==> src/ami_pkg.sv <==
package ami_pkg;

   localparam int FIELD_W = 64;
   localparam int EXP_W   = 8;
   localparam int STEP_W  = 2;
   localparam int PROG_LEN = 4;

   typedef logic [STEP_W-1:0] step_type;

   localparam step_type STEP_LOAD   = 2'd0;
   localparam step_type STEP_ITER   = 2'd1;
   localparam step_type STEP_REDUCE = 2'd2;
   localparam step_type STEP_EMIT   = 2'd3;

   typedef enum logic [1:0] {
      OP_LOAD,
      OP_ITER,
      OP_REDUCE,
      OP_EMIT
   } op_type;

   typedef enum logic [1:0] {
      COND_ALWAYS,
      COND_REQ_BEAT,
      COND_LOOP_DONE,
      COND_OUT_FREE
   } cond_type;

   typedef struct packed {
      op_type   op;
      cond_type cond;
      step_type on_true;
      step_type on_false;
   } ctrl_word_type;

   // control store: one word per step
   localparam ctrl_word_type PROGRAM [PROG_LEN] = '{
      '{op: OP_LOAD,   cond: COND_REQ_BEAT,  on_true: STEP_ITER,   on_false: STEP_LOAD},
      '{op: OP_ITER,   cond: COND_LOOP_DONE, on_true: STEP_REDUCE, on_false: STEP_ITER},
      '{op: OP_REDUCE, cond: COND_ALWAYS,    on_true: STEP_EMIT,   on_false: STEP_EMIT},
      '{op: OP_EMIT,   cond: COND_OUT_FREE,  on_true: STEP_LOAD,   on_false: STEP_EMIT}
   };

endpackage

==> src/almost_montgomery_inverse.sv <==
// channel  direction  handshake              payload
// req      in         req_valid / req_stall  req_operand
// rsp      out        rsp_valid / rsp_stall  rsp_inverse, rsp_exponent
// csr      in         csr_wr_en              csr_modulus
//
// A beat passes the load step, the loop steps until k reaches 2 * WIDTH or v is zero, the
// step that sees the loop end, reduction, and the emit step that loads the result register.
// Reset is synchronous; it returns the sequencer to the load step, empties the result
// register and sets the modulus to 1.
// A stalled result holds in its register; the next beat is taken meanwhile and waits
// in the emit step only if the result register is still full and stalled.
module almost_montgomery_inverse #(
   parameter int WIDTH = 64
) (
   input  logic                                clock,
   input  logic                                reset,
   input  logic                                req_valid,
   output logic                                req_stall,
   input  logic [ami_pkg::FIELD_W-1:0]         req_operand,
   output logic                                rsp_valid,
   input  logic                                rsp_stall,
   output logic [ami_pkg::FIELD_W-1:0]         rsp_inverse,
   output logic [ami_pkg::EXP_W-1:0]           rsp_exponent,
   input  logic                                csr_wr_en,
   input  logic [ami_pkg::FIELD_W-1:0]         csr_modulus
);
   import ami_pkg::*;

   localparam int KW = $clog2(2 * WIDTH + 1);
   localparam logic [KW-1:0] K_MAX = KW'(2 * WIDTH);

   step_type              step_ff, step_in;
   logic [WIDTH-1:0]      modulus_ff, modulus_in;
   logic [WIDTH-1:0]      u_ff, u_in;
   logic [WIDTH-1:0]      v_ff, v_in;
   logic [WIDTH-1:0]      s_ff, s_in;
   logic [WIDTH:0]        t_ff, t_in;
   logic [KW-1:0]         k_ff, k_in;
   logic                  rsp_valid_ff, rsp_valid_in;
   logic [WIDTH-1:0]      rsp_inverse_ff, rsp_inverse_in;
   logic [KW-1:0]         rsp_exponent_ff, rsp_exponent_in;

   ctrl_word_type         ctrl;
   logic                  cond_true;
   logic                  req_beat;
   logic                  loop_done;
   logic                  out_free;
   logic                  u_gt_v;
   logic [WIDTH-1:0]      u_minus_v;
   logic [WIDTH-1:0]      v_minus_u;
   logic [WIDTH:0]        t_plus_s;
   logic [WIDTH+1:0]      t_minus_m;
   logic                  no_inverse;

   assign ctrl      = PROGRAM[step_ff];
   assign req_stall = (ctrl.op != OP_LOAD);
   assign req_beat  = req_valid && !req_stall;
   assign loop_done = (v_ff == '0) || (k_ff == K_MAX);
   assign out_free  = !rsp_valid_ff || !rsp_stall;

   assign u_gt_v     = (u_ff > v_ff);
   assign u_minus_v  = u_ff - v_ff;
   assign v_minus_u  = v_ff - u_ff;
   assign t_plus_s   = t_ff + {1'b0, s_ff};
   assign t_minus_m  = {1'b0, t_ff} - {2'b00, modulus_ff};
   assign no_inverse = (v_ff != '0) || (u_ff != WIDTH'(1));

   always_comb begin
      case (ctrl.cond)
         COND_ALWAYS:    cond_true = 1'b1;
         COND_REQ_BEAT:  cond_true = req_beat;
         COND_LOOP_DONE: cond_true = loop_done;
         COND_OUT_FREE:  cond_true = out_free;
         default:        cond_true = 1'b1;
      endcase
   end

   always_comb begin
      step_in         = cond_true ? ctrl.on_true : ctrl.on_false;
      modulus_in      = csr_wr_en ? csr_modulus[WIDTH-1:0] : modulus_ff;
      u_in            = u_ff;
      v_in            = v_ff;
      s_in            = s_ff;
      t_in            = t_ff;
      k_in            = k_ff;
      rsp_valid_in    = rsp_valid_ff && rsp_stall;
      rsp_inverse_in  = rsp_inverse_ff;
      rsp_exponent_in = rsp_exponent_ff;

      case (ctrl.op)
         OP_LOAD: begin
            if (req_beat) begin
               u_in = modulus_ff;
               v_in = req_operand[WIDTH-1:0];
               s_in = WIDTH'(1);
               t_in = '0;
               k_in = '0;
            end
         end
         OP_ITER: begin
            if (!loop_done) begin
               k_in = k_ff + KW'(1);
               if (!u_ff[0]) begin
                  u_in = u_ff >> 1;
                  s_in = s_ff << 1;
               end else if (!v_ff[0]) begin
                  v_in = v_ff >> 1;
                  t_in = {t_ff[WIDTH-1:0], 1'b0};
               end else if (u_gt_v) begin
                  u_in = u_minus_v >> 1;
                  t_in = t_plus_s;
                  s_in = s_ff << 1;
               end else begin
                  v_in = v_minus_u >> 1;
                  s_in = s_ff + t_ff[WIDTH-1:0];
                  t_in = {t_ff[WIDTH-1:0], 1'b0};
               end
            end
         end
         OP_REDUCE: begin
            if (!t_minus_m[WIDTH+1]) begin
               t_in = {1'b0, t_minus_m[WIDTH-1:0]};
            end
         end
         OP_EMIT: begin
            if (out_free) begin
               rsp_valid_in    = 1'b1;
               rsp_inverse_in  = no_inverse ? '0 : (modulus_ff - t_ff[WIDTH-1:0]);
               rsp_exponent_in = no_inverse ? '0 : k_ff;
            end
         end
         default: begin
            u_in = u_ff;
         end
      endcase
   end

   always_ff @(posedge clock) begin
      if (reset) begin
         step_ff      <= STEP_LOAD;
         modulus_ff   <= WIDTH'(1);
         rsp_valid_ff <= 1'b0;
      end else begin
         step_ff      <= step_in;
         modulus_ff   <= modulus_in;
         rsp_valid_ff <= rsp_valid_in;
      end
      u_ff            <= u_in;
      v_ff            <= v_in;
      s_ff            <= s_in;
      t_ff            <= t_in;
      k_ff            <= k_in;
      rsp_inverse_ff  <= rsp_inverse_in;
      rsp_exponent_ff <= rsp_exponent_in;
   end

   assign rsp_valid    = rsp_valid_ff;
   assign rsp_inverse  = FIELD_W'(rsp_inverse_ff);
   assign rsp_exponent = EXP_W'(rsp_exponent_ff);

   a_k_bounded: assert property (@(posedge clock) disable iff (reset)
      (step_ff == STEP_ITER) |-> (k_ff <= K_MAX))
      else $error("step count past its limit");

   a_load_starts_loop: assert property (@(posedge clock) disable iff (reset)
      req_beat |=> (step_ff == STEP_ITER) && (k_ff == '0) && (s_ff == WIDTH'(1)))
      else $error("beat did not start the loop");

   a_iter_counts: assert property (@(posedge clock) disable iff (reset)
      (step_ff == STEP_ITER) && !loop_done |=> (k_ff == $past(k_ff) + KW'(1)))
      else $error("loop step not counted");

   a_emit_fills: assert property (@(posedge clock) disable iff (reset)
      (step_ff == STEP_EMIT) && out_free |=> rsp_valid_ff && (step_ff == STEP_LOAD))
      else $error("emit step did not load the result register");

   a_reduced: assert property (@(posedge clock) disable iff (reset)
      (step_ff == STEP_REDUCE) |=> (t_ff[WIDTH] == 1'b0))
      else $error("t not reduced below 2^WIDTH");

endmodule
==> config.mk <==
export PLATFORM = sky130hd
export DESIGN_NAME = almost_montgomery_inverse
export DESIGN_NICKNAME = d
export VERILOG_FILES = /design/src/ami_pkg.sv /design/src/almost_montgomery_inverse.sv
export SDC_FILE = /design/constraint.sdc
export NUM_CORES = 2
export LEC_CHECK = 0
export BUFFER_PORTS_ARGS = -buffer_cell sky130_fd_sc_hd__buf_4
export CORE_ASPECT_RATIO = 1.5
export CORE_MARGIN = 2
export CORE_UTILIZATION = 40
export DETAILED_ROUTE_END_ITERATION = 12
export GPL_TIMING_DRIVEN = 0
export PLACE_DENSITY_LB_ADDON = 0.1
export SLEW_MARGIN = 20
export SYNTH_ARGS = -nofsm -noshare
export SYNTH_HDL_FRONTEND = slang
export SYNTH_SLANG_ARGS = --single-unit
==> constraint.sdc <==
create_clock -name clock -period 12.1 [get_ports clock]
set_clock_uncertainty 0.05 [all_clocks]
set_input_delay 1.815 -clock clock [delete_from_list [all_inputs] [get_ports clock]]
set_output_delay 1.815 -clock clock [all_outputs]
set_load 0.1 [all_outputs]
**After elaboration in Yosys (flattened, before gate mapping)**

Index checks and enable logic that the tools add are counted.

- Register bits after elaboration: 404
- Bits of input ports: 133

- $add $sub $neg: 7
- $lt $le $gt $ge: 2
- Equality and inequality tests: 15
- Muxes and demuxes: 35
- Bitwise logic cells: 1
- Reductions and logical operators: 22

Operator list:

| operator | count |
|---|---|
| $mux W64 | 15 |
| $mux W65 | 6 |
| $pmux W64 S2 | 3 |
| $pmux W65 S3 | 1 |
| $sub A64 B64 Y64 | 3 |
| $sub A65 B64 Y66 | 1 |
| $add A65 B64 Y65 | 1 |
| $add A64 B64 Y64 | 1 |
| $gt A64 B64 Y1 | 1 |
| $logic_not A64 Y1 | 1 |
| $ne A64 B1 Y1 const B | 1 |
| $reduce_bool A64 Y1 | 1 |
| $mux W8 | 4 |
| $bmux W8 S2 | 1 |
| $pmux W8 S2 | 1 |
| $reduce_and A5 Y1 | 3 |
| $ne A3 B3 Y1 const B | 3 |
| $add A8 B1 Y8 const B | 1 |
| $eq A2 B2 Y1 const B | 4 |
| $eq A8 B8 Y1 const B | 1 |
| $ne A2 B2 Y1 const B | 4 |
| $reduce_and A4 Y1 | 2 |
| $eq A2 B1 Y1 const B | 2 |
| $logic_not A2 Y1 | 2 |
| 12 further kinds | 19 |

**Logic depth before layout (Yosys ltp)**

- Word-level depth: 9
- Gate-level depth with buffers: 18
- Gate-level depth less buffers: 16

**Worst setup path before layout**

No wires, ideal clock.

- Path kind: register -> register
- Start: register t_ff[6]
- End: register t_ff[0] (enable)
- Setup time: 0.649 ns
- Data arrival time: 8.868 ns
- Setup slack: 2.534 ns
- Stages on the path, launching flop included: 15
- Path buffers: 1
- Period minus slack after synthesis: 9.566 ns
- Cell sequence: edfxtp_1 -> ha_1 -> buf_2 -> a21o_1 -> a21o_1 -> a21oi_1 -> o211ai_1 -> a21oi_2 -> o21bai_1 -> a211oi_1 -> o31a_1 -> o21ai_1 -> a21o_1 -> a21oi_1 -> nor4_1

- Longest elaborated chain between the ends: 3

RTL lines:

| element | line | source |
|---|---|---|
| from (decl) | almost_montgomery_inverse.sv:37 | `logic [WIDTH:0] t_ff, t_in;` |
| from (signal assigned) | almost_montgomery_inverse.sv:151 | `t_ff <= t_in;` |
| $sub A65 B64 Y66 | almost_montgomery_inverse.sv:65 | `assign t_minus_m = {1'b0, t_ff} - {2'b00, modulus_ff};` |
| $ne A2 B2 Y1 (no source line) | - |  |
| $reduce_and A5 Y1 (no source line) | - |  |

No other way between the ends.
A chain may end at the register's enable or synchronous reset.

**Worst setup path in the final report**

- Start: register t_ff[4]
- End: register t_ff[10] (enable)

Same word-level chain as after synthesis.

==> summary.md <==
| Metric | Value |
|---|---|
| Via density | 5.96 |
| Ys async rst share | 0% |
| Largest net degree at the start of global routing | 29 |
| Initial Util | between 40% and 50% |
| Initial antenna violation count | 1 |
| Fin area | just over 40000 µm² |
| Hold_sp | modulus_ff[10]$_SDFFE_PP0P_ |
| Distinct cell type count after synthesis | 89 |
| Routed length per instance | 27.6 µm |
| Met1 usage | between 40% and 50% |
| Main flop type after synthesis | edfxtp_1 |
| Worst path cell trace | ha_1 -> buf_2 -> nand3_1 -> a21oi_1 -> o311ai_0 -> o211ai_1 -> a21oi_2 -> o21bai_1 -> a211oi_1 -> o31a_1 -> o21ai_1 -> a21o_1 -> a21oi_1 -> nor4_2 -> buf_2 -> buf_4 -> buf_2 -> buf_2 -> buf_2 -> buf_2 -> buf_2 -> buf_2 |
| Met2 Track Usage GR | roughly three fifths |
| Initial DRC count | 3158 |
| Hold buffer count at CTS | 0 |
| Clk_lat worst skew | ~0.63 ns |
| Setup CP Type | register to register |
| Met3 Track Usage GR | roughly 3.4% |
| Via count | 35300 |
| Placed cell count | approximately 5800 |
| Layout area overhead | 14.1% |
| Syn Nets | around 5000 |
| Root Driver | clkbuf_16 |
| Crit start category | register |
| Busiest grt layer | met2 |
| CTS resizes | 0 |
| Required @ worst endpoint | 12.36 ns |
| Count of input and output buffers | between 200 and 250 |
| Die area | roughly 94000 µm² |
| Tightest Hold Check Type | register to register |
| Crit. End Element | register |
| Final nets | about 5200 |
| CTS tree | yes |
| Layout Utilization | a little under half |
| Slew Limit Headroom | 6.70% |
| Chip Height | roughly 370 µm |
| Core ar. | 90400 µm² |
| Tcrit/Tclk final | ~58% |
| RR Endpoint | t_ff[10]$_SDFFCE_PP0P_ |
| Final wirelength | between 150 and 200 mm |
| Post-DP HPWL | between 100 and 150 mm |
| Max-Cap Viols | 0 |
| Critical path's slowest cell | o21bai_1 |
| Fmax | about 140 MHz |
| Cell Area, Placed | around 40000 µm² |
| WHS Path Cells | 2 |
| Post-CTS Setup Inserts | 0 |
| # DRC | 0 |
| Final setup fails | 0 |
| Num Clock Sinks | between 400 and 500 |
| Clock transition at the registers of the reported paths | around 0.060 ns |
| TritonCTS Buffers | between 40 and 50 |
| Hold Path End | modulus_ff[10]$_SDFFE_PP0P_ |
| Post-Synthesis Cells | ~4400 |
| Die width | around 250 µm |
| Yosys warns | 0 |
| Post-synthesis sequential area ratio | around a third |
| Post-route ant nets | 0 |
| Top Ports | 207 |
| Least-Margin Pin Slew | 1.38 ns |
| Vias in the first global route | 35300 |
| Fin crit period | approximately 7 ns |
| RSZ-0062 raised after global routing | false |
| R2R depth | 22 |
| Worst EP arrival | about 7.2 ns |
| Avg Cell Area, Syn | a little over 8 µm² |
| Crit-path max FO | 8 |
| Post-place setup slack | approximately 5.2 ns |
| Status | complete, no violations |
| Share of cells above drive strength 1 | a little under a tenth |
| Cell mode on critical path | buf_2 |
| First-pass GRT wire length | between 200 and 250 mm |
| Cell Rows | between 100 and 150 |
| Gp weighted congestion | ~1.0 |
| Worst r2r src | t_ff[4]$_SDFFCE_PP0P_ |
| Setup ws final | 5.13 ns |
| Gr usage total | between 30% and 40% |
| Fill cell count | between 9000 and 10000 |
| Seq cells post-synth | approximately 400 |
| Fin. max-slew vios | 0 |
| R2R Setup Slk | approximately 5.1 ns |
| Final Hold Vio Count | 0 |
| Global route total overflow | 0 |
| Post-Syn Area | 36400 µm² |
| CP peak stage delay | between 0.6 and 0.7 ns |
| Drt pass-1 iters | 6 |
| Non-filler cells, final | 5926 |
| Clk buf depth | 3 |
| H-tree level count | 2 |
| EDFF count, synth | between 300 and 400 |
## cells in the final DEF (no fill, tap or decap), types with 15 or more instances in the layout
| master | n |
|---|---|
| inv_1 | 344 |
| nor4_1 | 41 |
| buf_4 | 218 |
| a22oi_1 | 28 |
| xor2_1 | 102 |
| clkbuf_1 | 171 |
| o211ai_1 | 19 |
| a21o_1 | 144 |
| dfxtp_1 | 67 |
| o21a_1 | 32 |
| mux2i_1 | 105 |
| and2_1 | 17 |
| nor2b_1 | 33 |
| nor2_1 | 453 |
| nand2_1 | 353 |
| nand3_1 | 46 |
| xnor2_1 | 202 |
| a221oi_1 | 46 |
| edfxtp_1 | 337 |
| nand4_1 | 90 |
| nand2b_1 | 29 |
| ha_1 | 325 |
| a211oi_1 | 22 |
| a221o_1 | 22 |
| o22ai_1 | 39 |
| o21bai_1 | 91 |
| o21ai_1 | 15 |
| a21oi_1 | 588 |
| nor3_1 | 59 |
| buf_2 | 55 |
| a31oi_1 | 55 |
| clkbuf_16 | 50 |
| buf_1 | 23 |
| o21ai_0 | 276 |
## state kept, by name, summed over array words and instances (netlist names)
register      flops
k_ff              8
rsp_exponent      8
rsp_inverse      64
modulus_ff       64
rsp_valid         1
u_ff             64
v_ff             64
s_ff             64
step_ff           2
t_ff             65
## worst max-delay path: cells and delay by family (launching register included)
family / cells / cell delay [ns]
buf+inv: 9 / 2.08
simple gates: 2 / 0.70
flops: 1 / 0.50
compound gates: 10 / 2.99
fa+ha+maj: 1 / 0.32
## layout make-up
class                      instances  area (µm²)  area share [%]
multi-input combinational       3437       22700            54.5
sequential                       404       11500            27.6
timing repair buffer             230        1950            4.69
tap                             1164        1460            3.50
clock buffer                      58        1320            3.18
inverter                         346        1300            3.13
buffer                           258        1110            2.67
clock inverter                    28         310           0.747
antenna                            1        2.50         0.00602
## per-layer routing
| layer | up-vias | part of all wire (%) | wire length, µm |
|---|---|---|---|
| met5 | - | 0 | 0 |
| met3 | 337 | 5.6 | 9200 |
| li1 | 16600 | - | - |
| met4 | 0 | 6.3 | 10400 |
| met1 | 17000 | 39 | 64100 |
| met2 | 1363 | 49 | 80000 |
## per-stage QoR
stage / TNS, ns / hold WS (ns)
floorplan: 0 / 0.410
global placement: -240.71 / 0.451
detailed placement: 0 / 0.473
CTS: 0 / 0.489
global route: 0 / 0.525
finish: 0 / 0.491
## logic make-up (layout without fill, tap and decap cells)
| family | count (synthesis) | after routing | synth area share [%] |
|---|---|---|---|
| adder cells (fa/ha/maj) | 330 | 330 | 11.4 |
| buffers and inverters | 604 | 920 | 6.58 |
| other | 0 | 1 | 0 |
| AND/OR/NAND/NOR | 1188 | 1188 | 14.7 |
| XOR/XNOR | 304 | 304 | 7.31 |
| flip-flops | 404 | 404 | 31.5 |
| AO/OA/AOI/OAI | 1507 | 1507 | 25.5 |
| multiplexers | 108 | 108 | 2.98 |
## worst max path at each step
stage / from / slack, ns / to
floorplan: t_ff[6]$_SDFFCE_PP0P_ / 2.53 / t_ff[0]$_SDFFCE_PP0P_
global placement: t_ff[4]$_SDFFCE_PP0P_ / -2.66 / t_ff[8]$_SDFFCE_PP0P_
detailed placement: t_ff[3]$_SDFFCE_PP0P_ / 5.20 / t_ff[10]$_SDFFCE_PP0P_
CTS: t_ff[3]$_SDFFCE_PP0P_ / 5.16 / t_ff[10]$_SDFFCE_PP0P_
global route: t_ff[3]$_SDFFCE_PP0P_ / 4.76 / t_ff[6]$_SDFFCE_PP0P_
finish: t_ff[4]$_SDFFCE_PP0P_ / 5.13 / t_ff[10]$_SDFFCE_PP0P_
## cells in the mapped netlist (90+ instances only)
library cell | number | area, µm²
a21oi_1 | 589 | 2950
nor2_1 | 454 | 1700
inv_1 | 344 | 1290
ha_1 | 325 | 4070
nand4_1 | 90 | 563
xor2_1 | 102 | 893
xnor2_1 | 202 | 1770
edfxtp_1 | 337 | 10100
a21o_1 | 144 | 1080
o21bai_1 | 91 | 683
clkbuf_1 | 174 | 653
o21ai_0 | 276 | 1380
nand2_1 | 353 | 1330
mux2i_1 | 105 | 1050
Power is not shown: default switching activity piles up to over one toggle a cycle in this logic, so the estimate is an artifact.
